==> src/design/kst_ram.sv <==
module kst_ram #(
   parameter int WIDTH = 8,
   parameter int DEPTH = 64
) (
   input  logic                     clock,
   input  logic                     wr_en,
   input  logic [$clog2(DEPTH)-1:0] wr_addr,
   input  logic [WIDTH-1:0]         wr_data,
   input  logic [$clog2(DEPTH)-1:0] rd_addr,
   output logic [WIDTH-1:0]         rd_data
);

   logic [WIDTH-1:0] mem_ff [DEPTH];
   logic [WIDTH-1:0] rd_data_ff;

   always_ff @(posedge clock) begin
      if (wr_en) begin
         mem_ff[wr_addr] <= wr_data;
      end
      rd_data_ff <= mem_ff[rd_addr];
   end

   assign rd_data = rd_data_ff;

endmodule

==> config.mk <==
export PLATFORM = sky130hd
export DESIGN_NAME = kst_ram
export DESIGN_NICKNAME = d
export VERILOG_FILES = /design/src/design/kst_ram.sv
export SDC_FILE = /design/constraint.sdc
export NUM_CORES = 1
export LEC_CHECK = 0
export BUFFER_PORTS_ARGS = -buffer_cell sky130_fd_sc_hd__buf_2
export CAP_MARGIN = 20
export CELL_PAD_IN_SITES_DETAIL_PLACEMENT = 1
export CELL_PAD_IN_SITES_GLOBAL_PLACEMENT = 1
export CORE_MARGIN = 3
export CORE_UTILIZATION = 56
export CTS_CLUSTER_SIZE = 25
export DETAILED_ROUTE_END_ITERATION = 16
export HOLD_SLACK_MARGIN = 0.15
export PLACE_DENSITY = 0.8
export SYNTH_ARGS = -nofsm -noshare
export SYNTH_HDL_FRONTEND = slang
export SYNTH_SLANG_ARGS = --single-unit
==> constraint.sdc <==
create_clock -name clock -period 2.4 [get_ports clock]
set_input_delay 0.48 -clock clock [delete_from_list [all_inputs] [get_ports clock]]
set_output_delay 0.48 -clock clock [all_outputs]
set_load 0.02 [all_outputs]
# After elaboration in Yosys (flattened, before gate mapping)
# Memories as Yosys holds them, arrays and structs flattened. A register that Yosys moved wholly into a read port is not among the register bits.
# Cells that the tools add are included.
# word_totals
reg_bits,0
ram_bits,512
inputBits,22
word_cells,3
n_memories,1
# mem_list
name,depth,word_bits,read_ports,rd_clocked_by_memory_dff,wr,line,rtl
mem_ff,64,8,1,1,1,13,logic [WIDTH-1:0] mem_ff [DEPTH];
# op_classes
n_mux,2
# ops
operator,n
$mux 1,2

# Longest topological paths before layout
# logic_depth
ltp_word,2
depth_mapped,9
mapped_depth_nobuf,5

# Worst setup path after synthesis
# Ideal clock, no wire load.
# synth_path
path_type,input-to-reg
start,input rd_addr[1]
end,"register rd_data_ff[3] (netlist: rd_data[3]), read port of mem_ff"
t_arrival_ns,2.020
required_time_ns,2.272
path_slack_ns,0.252
path_stages,7
path_buffers,3
cell_sequence,buf_4 buf_2 buf_2 mux4_2 mux4_2 o21ai_1 o41ai_1
# synth_lines
element,line,rtl
start: declaration,9,"input logic [$clog2(DEPTH)-1:0] rd_addr,"
end: declaration,14,logic [WIDTH-1:0] rd_data_ff;

==> out/results.ini <==
[clock_tree]
clk_pin_slew_ps = 60
hold_buffers = 0
cts.sinks = 520
cts-root-buf = clkbuf_16
clkLatencyLatePin_ps = 580
cts_setup_buffers = 0
htree_levels = 2
cts_tree = built
post_cts_resize_count = 0
cts_buffers = 50
cts_max_path_buffers = 3

[power_and_ir_drop]
power_frac_clock_pct = 41.2
pwr-share-seq_pct = 53.2
ir_drop_uv = 609
power.static_leakage_nw = 7.61
p_per_area_nw_per_um2 = 811
power_mw = 19.0
p_comb_share_pct = 5.6
p_sw_mw = 3.92
p_int_mw = 15.0
swShare_pct = 20.7

[logic_synthesis]
yosys_warnings = 0
synth_area_sq_um = 20200
synth_top_area_share_pct = 76.2
postSynthCellCount = 940
synth.avg_cell_area_sq_um = 21.5
synth_seq_cells = 520
ys_async_sr_fraction_pct = 0
seq_area_frac_synth_pct = 77.0
synth_edf_count = 512
yosysUniqueCellTypes = 40
synth_top_area_cell = edfxtp_1
synth_nets = 962
synthTopCellsByArea = edfxtp_1 76%, mux4_2 14%, nor2_1 1.5%
synth-main-ff-cell = edfxtp_1

[timing]
slew_headroom_pct = 48.4
setup_viol = 0
finalSetupTns_ps = 0
finalCritPeriodShare_pct = 87.9
fmax_ghz = 0.474
rsz0062_at_grt = false
fin_skew_ps = 17.8
setup_ws_ps = 291
drv_slew = 0
hold_slack_ps = 371
tightest_slew_ps = 773
min_period_ps = 2110
final_hold_viol_count = 0

[final_layout]
fin_nets = 1126
seqCellArea_sq_um = 15500
antenna_cells = 0
stdcell_area_sq_um = 23400
area_growth_syn_to_layout_pct = 15.9
layout-drive-gt1-share_pct = 32.6
nFillCells = 2810
multi_input_area_sq_um = 4320
fin_util_pct = 66.7
fin_cells = 1597

[floorplanning]
ioPinCount = 30
die_x_um = 196
num_rows = 68
start_util_pct = 57.5
die_area_sq_um = 38300
core_sq_um = 35100
fp.dieH_um = 196

[placed_design]
place_hpwl_mm = 32.7
place_area_sq_um = 21700
post-place-cells = 1507
place_ws_ps = -208
gp_congestion = 0.861
io_buffers = 29

[critical_path]
path_cells = mux4_2, mux2_2, o221a_2, nor3_1, o32ai_1
crit_buf_inv = 0
reg2regPathDepth = 5
slowest_delay_ps = 470
reg2reg_slack_ps = 290
crit_path_max_fanout = 1
crit_required_ps = 2850
cp-start-kind = flip-flop
worstSetupPathType = reg -> reg
worst_ep_arrival_time_ps = 2560
path_delay_family = multiplexers
reg2reg_to = rd_data[6]
crit_slowest_cell = mux4_2
reg2reg_from = mem_ff[16][6]
endpoint_kind = flip-flop

[global_routing]
grt_pass1_wl_mm = 77.1
antenna_found_initial = 2
gr-total-overflow = 0
grt_pass1_vias = 11185
grt_max_degree = 65
grt_use_total_pct = 27.7

[detailed_routing]
ant_nets = 0
finalWirelength_mm = 51.4
routed_via_density = 6.49
drt_iter0_markers = 1136
drt-pass1-iter-count = 5
num_vias = 10368
wire_per_inst_um = 32.2
drc = 0

[min_path]
hold_path.startpoint = wr_data[5]
hold_path_end = mem_ff[55][5]
hold_path.class = in -> reg
hold-path-cell-count = 1

[outcome]
outcome = completed

[flow_run]
max-cap-violations = 0

logic make-up (layout without fill, tap and decap cells):
kind of cell	count (synthesis)	in the layout	share of synthesized area (%)
multiplexers	162	162	15.9
AND/OR/NAND/NOR	153	153	3.39
AO/OA/AOI/OAI	54	54	2.07
flip-flops	520	520	77.0
buffers and inverters	51	253	1.57
cell usage after synthesis, drive strengths merged, types with 3 or more instances:
| master | instances |
|---|---|
| a221oi | 6 |
| o2111ai | 3 |
| mux2 | 13 |
| nor2b | 14 |
| nor3 | 7 |
| edfxtp | 512 |
| mux2i | 23 |
| mux4 | 126 |
| clkbuf | 17 |
| dfxtp | 8 |
| nand3 | 13 |
| buf | 34 |
| o22ai | 8 |
| a211oi | 4 |
| o2bb2ai | 3 |
| nand2 | 19 |
| a21oi | 3 |
| a22oi | 3 |
| nand3b | 3 |
| o221ai | 8 |
| nand2b | 7 |
| nor2 | 83 |
| o21ai | 4 |
cell type report:
cell class | count | share of cell area (%)
Clock inverter | 19 | 0.808
Sequential cell | 520 | 66.5
Multi-Input combinational cell | 369 | 18.5
Timing Repair Buffer | 163 | 5.68
Clock buffer | 71 | 6.14
Tap cell | 455 | 2.44
power groups by stage:
| stage | Clock [mW] | Sequential (mW) | Combinational (mW) |
|---|---|---|---|
| 2_1_floorplan | 0 | 10.3 | 0.536 |
| 3_3_place_gp | 0 | 10.3 | 0.997 |
| 3_5_place_dp | 0 | 10.3 | 1.05 |
| 4_1_cts | 7.91 | 10.1 | 1.06 |
| 5_1_grt | 8.28 | 10.1 | 1.12 |
| 6_report | 7.80 | 10.1 | 1.06 |
sequential cells by signal, summed over array words and instances, names as in the netlist:
register	count
mem_ff	512
rd_data	8
how the worst max path moves through the flow:
stage / startpoint / end / slack [ps] / depth (start not counted)
after floorplan: rd_addr[1] / rd_data[3] / 250 / 7
after global placement: rd_addr[0] / rd_data[6] / -170 / 7
after detailed placement: rd_addr[0] / rd_data[5] / -210 / 7
after CTS: mem_ff[47][2] / rd_data[2] / 350 / 5
after global routing: mem_ff[29][6] / rd_data[6] / 290 / 5
final: mem_ff[16][6] / rd_data[6] / 290 / 5
per-layer routing:
layer / part of all wire (%) / vias to the layer above / global-route usage, % / routed length (um)
met5: 0.047 / - / 0 / 24
met4: 3.3 / 4 / 9.37 / 1680
met3: 8.5 / 112 / 4.53 / 4370
met2: 50 / 522 / 45.4 / 25700
met1: 38 / 5479 / 38.7 / 19600
li1: - / 4251 / - / -
placed cells by master (no fill, tap or decap), drive strengths merged, types with 2 or more instances in the layout:
master and count:
edfxtp 512, buf 162, mux4 126, nor2 83, clkbuf 72, mux2i 23
nand2 19, clkinv 15, nor2b 14, mux2 13, nand3 13, o221ai 8
o22ai 8, dfxtp 8, nand2b 7, nor3 7, a221oi 6, a211oi 4
bufinv 4, o21ai 4, nand3b 3, a21oi 3, a22oi 3, o2111ai 3
o2bb2ai 3, o221a 2, nor4 2, o32ai 2, a2111oi 2, o21a 2
o41ai 2, nand4 2
Note: power is estimated with default switching activity, not from simulation.
