--- src/design/kst_pkg.sv ---
package kst_pkg;

   localparam int MODE_W   = 3;
   localparam int OWNER_W  = 8;
   localparam int VAR_W    = 32;
   localparam int WORD_W   = 32;
   localparam int KIND_W   = 16;
   localparam int SIDX_W   = 6;
   localparam int STATUS_W = 3;
   localparam int MCNT_W   = 7;

   localparam logic [MODE_W-1:0] MODE_INSERT = 3'd0;
   localparam logic [MODE_W-1:0] MODE_LOOKUP = 3'd1;
   localparam logic [MODE_W-1:0] MODE_FIRST  = 3'd2;
   localparam logic [MODE_W-1:0] MODE_FREE   = 3'd3;
   localparam logic [MODE_W-1:0] MODE_COUNT  = 3'd4;

   localparam logic [STATUS_W-1:0] ST_OK        = 3'd0;
   localparam logic [STATUS_W-1:0] ST_NOT_FOUND = 3'd1;
   localparam logic [STATUS_W-1:0] ST_FULL      = 3'd2;
   localparam logic [STATUS_W-1:0] ST_REJECT    = 3'd3;
   localparam logic [STATUS_W-1:0] ST_BAD_SLOT  = 3'd4;

   typedef struct packed {
      logic [OWNER_W-1:0] owner;
      logic [VAR_W-1:0]   var_id;
      logic [WORD_W-1:0]  word_a;
      logic [WORD_W-1:0]  word_b;
      logic [KIND_W-1:0]  kind;
   } entry_type;

   typedef struct packed {
      logic [MODE_W-1:0] mode;
      entry_type         entry;
      logic [SIDX_W-1:0] slot_index;
   } req_type;

   typedef struct packed {
      logic [STATUS_W-1:0] status;
      logic [SIDX_W-1:0]   slot_out;
      entry_type           entry;
      logic [MCNT_W-1:0]   match_count;
   } rsp_type;

   typedef struct packed {
      logic empty;
      logic owner_eq;
      logic key_eq;
   } match_type;

   typedef enum logic [2:0] {
      SEQ_CLEAR,
      SEQ_IDLE,
      SEQ_SCAN,
      SEQ_FREE_RD,
      SEQ_FREE_WR,
      SEQ_RESULT
   } seq_state_type;

endpackage

--- src/design/kst_match.sv ---
module kst_match import kst_pkg::*; (
   input  entry_type          entry,
   input  logic [OWNER_W-1:0] owner,
   input  logic [VAR_W-1:0]   var_id,
   output match_type          match
);

   always_comb begin
      match.empty    = (entry.owner == '0) && (entry.var_id == '0);
      match.owner_eq = (entry.owner == owner);
      match.key_eq   = (entry.owner == owner) && (entry.var_id == var_id);
   end

endmodule

--- config.mk ---
export PLATFORM = sky130hd
export DESIGN_NAME = kst_match
export DESIGN_NICKNAME = d
export VERILOG_FILES = /design/src/design/kst_pkg.sv /design/src/design/kst_match.sv
export SDC_FILE = /design/constraint.sdc
export NUM_CORES = 1
export LEC_CHECK = 0
export BUFFER_PORTS_ARGS = -buffer_cell sky130_fd_sc_hd__buf_2
export CAP_MARGIN = 20
export CELL_PAD_IN_SITES_DETAIL_PLACEMENT = 1
export CELL_PAD_IN_SITES_GLOBAL_PLACEMENT = 1
export CORE_MARGIN = 2
export CORE_UTILIZATION = 10
export DETAILED_ROUTE_END_ITERATION = 10
export GPL_TIMING_DRIVEN = 0
export PLACE_DENSITY = 0.88
export REMOVE_ABC_BUFFERS = 1
export SYNTH_ARGS = -nofsm -noshare
export SYNTH_HDL_FRONTEND = slang
export SYNTH_SLANG_ARGS = --single-unit
--- constraint.sdc ---
create_clock -name vclk -period 1.9
set_input_delay 0.19 -clock vclk [all_inputs]
set_output_delay 0.19 -clock vclk [all_outputs]
set_load 0.1 [all_outputs]
Word-level counts from Yosys, hierarchy flattened
Cells that the tools add are included.
{ "word_totals": {"inputBits": 160, "out_inout_bits": 3, "reg_bits": 0, "wordCells": 6} }
{ "classes": {"n_reduce_logical": 4, "eq_ne": 2} }
{ "ops": {"columns": ["operator", "count"], "rows": [
  ["32-bit == test", 1],
  ["32-bit zero test", 1],
  ["8-bit == test", 1],
  ["8-bit zero test", 1],
  ["1-bit logical AND", 2]
]} }

Depth between registers and ports, before layout
Gate-level depths: netlist of run 1.
{ "logic_depth": {"depth_word": 2, "ltp_mapped": 4} }

Worst setup path after synthesis of run 1
Ideal clock, no wire load.
{ "synth_timing": {"kind": "input to output", "from": "input entry[118] (netlist bit)", "to": "output match[0] (netlist bit)", "stages": 4, "path_buffers": 0, "slack_ns": -0.989, "t_arrival_ns": 2.699, "path_cell_list": "xnor2_1 nand4_1 nor2_1 and3_1"} }
{ "synth_rtl": {"columns": ["element", "line_no", "source"], "rows": [
  ["from (decl)", "kst_match.sv:2", "input entry_type entry,"],
  ["to (decl)", "kst_match.sv:5", "output match_type match"]
]} }

==> results of run 1 <==
[where the power goes]
part,total [mW],leakage (nW),internal [mW],switching (mW)
Sequential,0,0,0,0
Clock,0,0,0,0
Combinational,0.209,0.431,0.120,0.0890
Total,0.209,0.431,0.120,0.0890
[cell usage after synthesis (all sizes together)]
master | n | area (um^2)
and3 | 1 | 6.26
nand2 | 1 | 3.75
nand4 | 12 | 75.1
nor2 | 1 | 3.75
nor3 | 1 | 5.00
nor4 | 12 | 75.1
xnor2 | 40 | 350
[path summary, 6_finish.rpt]
check	startpoint	end	slack (ns)	cells after the start
worst max-delay path	entry[95]	match[2]	0.19	5
worst min-delay path	entry[91]	match[2]	0.91	5
[area by class of cell]
| class | instances | area, um^2 | share of cell area, % |
|---|---|---|---|
| Multi-Input combinational cell | 68 | 519 | 50.7 |
| Tap cell | 70 | 87.6 | 8.55 |
| Timing Repair Buffer | 83 | 418 | 40.8 |
[logic make-up (layout without fill, tap and decap cells)]
family / count (synthesis) / after routing / share of synthesized area [%]
xor+xnor: 40 / 40 / 67.5
buf+inv: 0 / 83 / 0
simple gates: 28 / 28 / 32.5
[routing by layer]
metal / global-route usage (%) / vias up
li1: - / 423
met3: 3.67 / 0
met4: 0 / 0
met1: 12.9 / 365
met2: 18.3 / 59
met5: 0 / -
[metrics by stage]
step / setup TNS (ns) / hold slack (ns) / utilization (%) / std cells / total power [mW]
6_report: 0 / 0.907 / 20.2 / 221 / 0.209
5_1_grt: 0 / 0.954 / 20.2 / 221 / 0.233
4_1_cts: 0 / 0.916 / 20.1 / 221 / 0.214
3_5_place_dp: 0 / 0.914 / 20.1 / 221 / 0.213
3_3_place_gp: 0 / 0.909 / 20.1 / 221 / 0.206
2_1_floorplan: -1.92 / 0.800 / - / 68 / 0.0856
[critical path, cell delays in order]
cell     delay (ns)
buf_2          0.11
nor4_1         0.42
nand4_1        0.15
nor3_1         0.19
buf_2          0.46
[repair_timing]
action                     4_1_cts  5_1_grt
hold buffers                     0        0
setup endpoints to repair        0        1
hold endpoints to repair         0        0
gates resized for setup          0        1
==> results_dict.tcl, run 1 <==
set metrics [dict create \
    synth_cell_type_count 7 \
    grt_setup_unrepaired "no" \
    clkbuf_count 0 \
    avgRoutedWirePerCell_um 13.7 \
    coreArea_mm2 0.00507 \
    avgSynthCellArea_um2 7.64 \
    end_kind "primary output" \
    cp.required_ns 1.71 \
    layout-drive-gt1-share_pct 55.0 \
    setup_viol 0 \
    totalWireLength_um 3030 \
    crit_path_start_kind "input port" \
    top_layer "met3" \
    p_leak_nw 0.431 \
    slew_headroom_pct 67.2 \
    slew_violations 0 \
    final_common_cell "buf_2" \
    vias 847 \
    syn-cell-area_um2 519 \
    grt_max_degree 3 \
    diodes 0 \
    status "finished, final reports clean" \
    worst_slew_pin_slew_ns 0.495 \
    place_area_mm2 0.00102 \
    crit_fanout 2 \
    final_cell_mix "buf_2 (82), xnor2_1 (40), nor4_1 (12), nand4_1 (12)" \
    final_antenna_net_count 0 \
    wl_met2_um 1400 \
    hold_class "input port to primary output" \
    crit_type "input port to primary output" \
    regArea_um2 0 \
    die_y_um 76.1 \
    power_density_mw_per_mm2 204 \
    vias_per_cell 3.83 \
    design_area_mm2 0.00102 \
    synthCells 68 \
    rows 26 \
    fmax_ghz 0.585 \
    drc 0 \
    seq_cell_count 0 \
    grt_usage_pct 10.3 \
    setup_ws_ns 0.192 \
    grt_overflow 0 \
    dp_slack_ns 0.0909 \
    dr_wl_met3_um 370 \
    die_w_um 76.1 \
    design.portCount 163 \
    period_minus_slack_ns 1.71 \
    hold_viol_final 0 \
    gp_congestion 0.650 \
    die_area_mm2 0.00579 \
    place.port_buffers 83 \
    synth_warnings 0 \
    drt_pass1_iterations 3 \
    grt_pass1_wl_um 4830 \
    wl_met1_um 1260 \
    start_util_pct 10.2 \
    finalCritPeriodShare_pct 89.9 \
    nNetsFinal 313 \
    vdd_drop_max_mv 0.0386 \
    initialDrtViolationCount 7 \
    cts_setup_buffers 0 \
    drv_cap 0 \
    grt_pass1_vias 945 \
    antenna_found_initial 0 \
    dp.final_hpwl_um 2900 \
    fillCellCount 646 \
    cp.arrival_ns 1.52 \
    synth_seq_area_share_pct 0 \
    syn2layout_area_growth_pct 97.3 \
]
No activity file was read; power rests on OpenSTA's default activity.
==> inputs of run 2 (changes only) <==
--- a/config.mk
+++ b/config.mk
@@ -14,6 +14,7 @@
 export DETAILED_ROUTE_END_ITERATION = 10
 export GPL_TIMING_DRIVEN = 0
 export PLACE_DENSITY = 0.88
+export RECOVER_POWER = 50
 export REMOVE_ABC_BUFFERS = 1
 export SYNTH_ARGS = -nofsm -noshare
 export SYNTH_HDL_FRONTEND = slang
==> constraint.sdc (replaced) <==
create_clock -name vclk -period 2.01
set_input_delay 0.201 -clock vclk [all_inputs]
set_output_delay 0.201 -clock vclk [all_outputs]
set_load 0.1 [all_outputs]
==> run 2 against run 1 <==
  * Sequential share of layout area unchanged
  * Hold slack better by 0.022 ns
  * First-iteration DRC count up 29%
  * Flip-flop and latch count unchanged
  * Via count unchanged
  * Critical endpoint is now match[0]
==> results_dict.tcl, run 2 (synthesis gave the netlist of run 1 again) <==
set metrics [dict create \
    multi_input_area_um2 519 \
    fmax_ghz 0.550 \
    grt_usage_pct 10.3 \
    nNetsFinal 313 \
    cp.arrival_ns 1.62 \
    cts_setup_buffers 0 \
    vias_per_cell 3.83 \
    drv_cap 0 \
    grt_max_degree 3 \
    antenna_found_initial 0 \
    crit_start "entry[87]" \
    end_kind "primary output" \
    finalCritPeriodShare_pct 90.4 \
    die_area_mm2 0.00579 \
    dp.final_hpwl_um 2900 \
    final_cell_mix "buf_2 (82), xnor2_1 (40), nor4_1 (12), nand4_1 (12)" \
    min_to "match[2]" \
    p_total_mw 0.198 \
    initialDrtViolationCount 9 \
    status "finished, final reports clean" \
    grt_pass1_wl_um 4830 \
    drt_pass1_iterations 3 \
    power_density_mw_per_mm2 194 \
    die_y_um 76.1 \
    p_leak_nw 0.430 \
    regArea_um2 0 \
    post_cts_resized 0 \
    hold_viol_final 0 \
    fillCellCount 645 \
    clkbuf_count 0 \
    cp.required_ns 1.81 \
    vdd_drop_max_mv 0.0365 \
    hp-start "entry[91]" \
    place.port_buffers 83 \
    period_minus_slack_ns 1.82 \
    grt_setup_unrepaired "no" \
    worst_slew_pin_slew_ns 0.544 \
    final_common_cell "buf_2" \
    syn2layout_area_growth_pct 96.9 \
    hold_depth 5 \
    gp_congestion 0.650 \
    postCtsHoldBufs 0 \
    totalWireLength_um 3030 \
    grt_overflow 0 \
    start_util_pct 10.2 \
    coreArea_mm2 0.00507 \
    seq_cell_count 0 \
    hold_slack_ns 0.929 \
    slew_violations 0 \
    final_antenna_net_count 0 \
    vias 847 \
    drc 0 \
    layout-drive-gt1-share_pct 55.0 \
    crit_type "input port to primary output" \
    rows 26 \
    crit_path_start_kind "input port" \
    die_w_um 76.1 \
    grt_pass1_vias 945 \
    diodes 0 \
    design.portCount 163 \
    hold_class "input port to primary output" \
    setup_viol 0 \
    crit_fanout 2 \
    avgRoutedWirePerCell_um 13.7 \
    slew_headroom_pct 63.9 \
]
## run 2: cell counts in the layout (fill, tap and decap cells not counted)
No cell type changed its count.
## run 2: worst max-delay path by stage
| stage | end | slack (ns) | depth (start not counted) |
|---|---|---|---|
| final | match[0] | 0.19 | 6 |
| after global routing | match[0] | 0.05 | 6 |
| after CTS | match[0] | 0.17 | 6 |
| after detailed placement | match[0] | 0.18 | 6 |
| after global placement | match[2] | 0.22 | 5 |
| after floorplan | match[0] | -0.90 | 4 |
## run 2: through the flow
step | cells | cell area (um^2) | setup TNS [ns] | utilization, % | setup slack, ns
finish | 221 | 1020 | 0 | 20.1 | 0.193
global route | 221 | 1020 | 0 | 20.1 | 0.0508
CTS | 221 | 1020 | 0 | 20.1 | 0.170
detailed placement | 221 | 1020 | 0 | 20.1 | 0.179
global placement | 221 | 1020 | 0 | 20.1 | 0.221
floorplan | 68 | 519 | -1.74 | - | -0.901
## run 2: report_power, final
| part | internal [mW] | switching [mW] | total [mW] |
|---|---|---|---|
| sequential | 0 | 0 | 0 |
| combinational | 0.114 | 0.0841 | 0.198 |
| clock | 0 | 0 | 0 |
## run 2: critical path: stages
cell     delay, ns
buf_2         0.11
xnor2_1       0.21
nand4_1       0.13
nor4_1        0.34
and3_1        0.19
buf_2         0.43
## run 2: metal layers
| layer | GRT usage [%] | wire length, um | vias up |
|---|---|---|---|
| met5 | 0 | 0 | - |
| met4 | 0 | 0 | 0 |
| met3 | 3.67 | 370 | 0 |
| met2 | 18.3 | 1400 | 59 |
| met1 | 12.9 | 1260 | 365 |
| li1 | - | - | 423 |
## run 2: final cells by class
| cell class | instances | area share, % |
|---|---|---|
| well taps | 70 | 8.57 |
| repair buffers | 83 | 40.6 |
| multi-input cells | 68 | 50.8 |
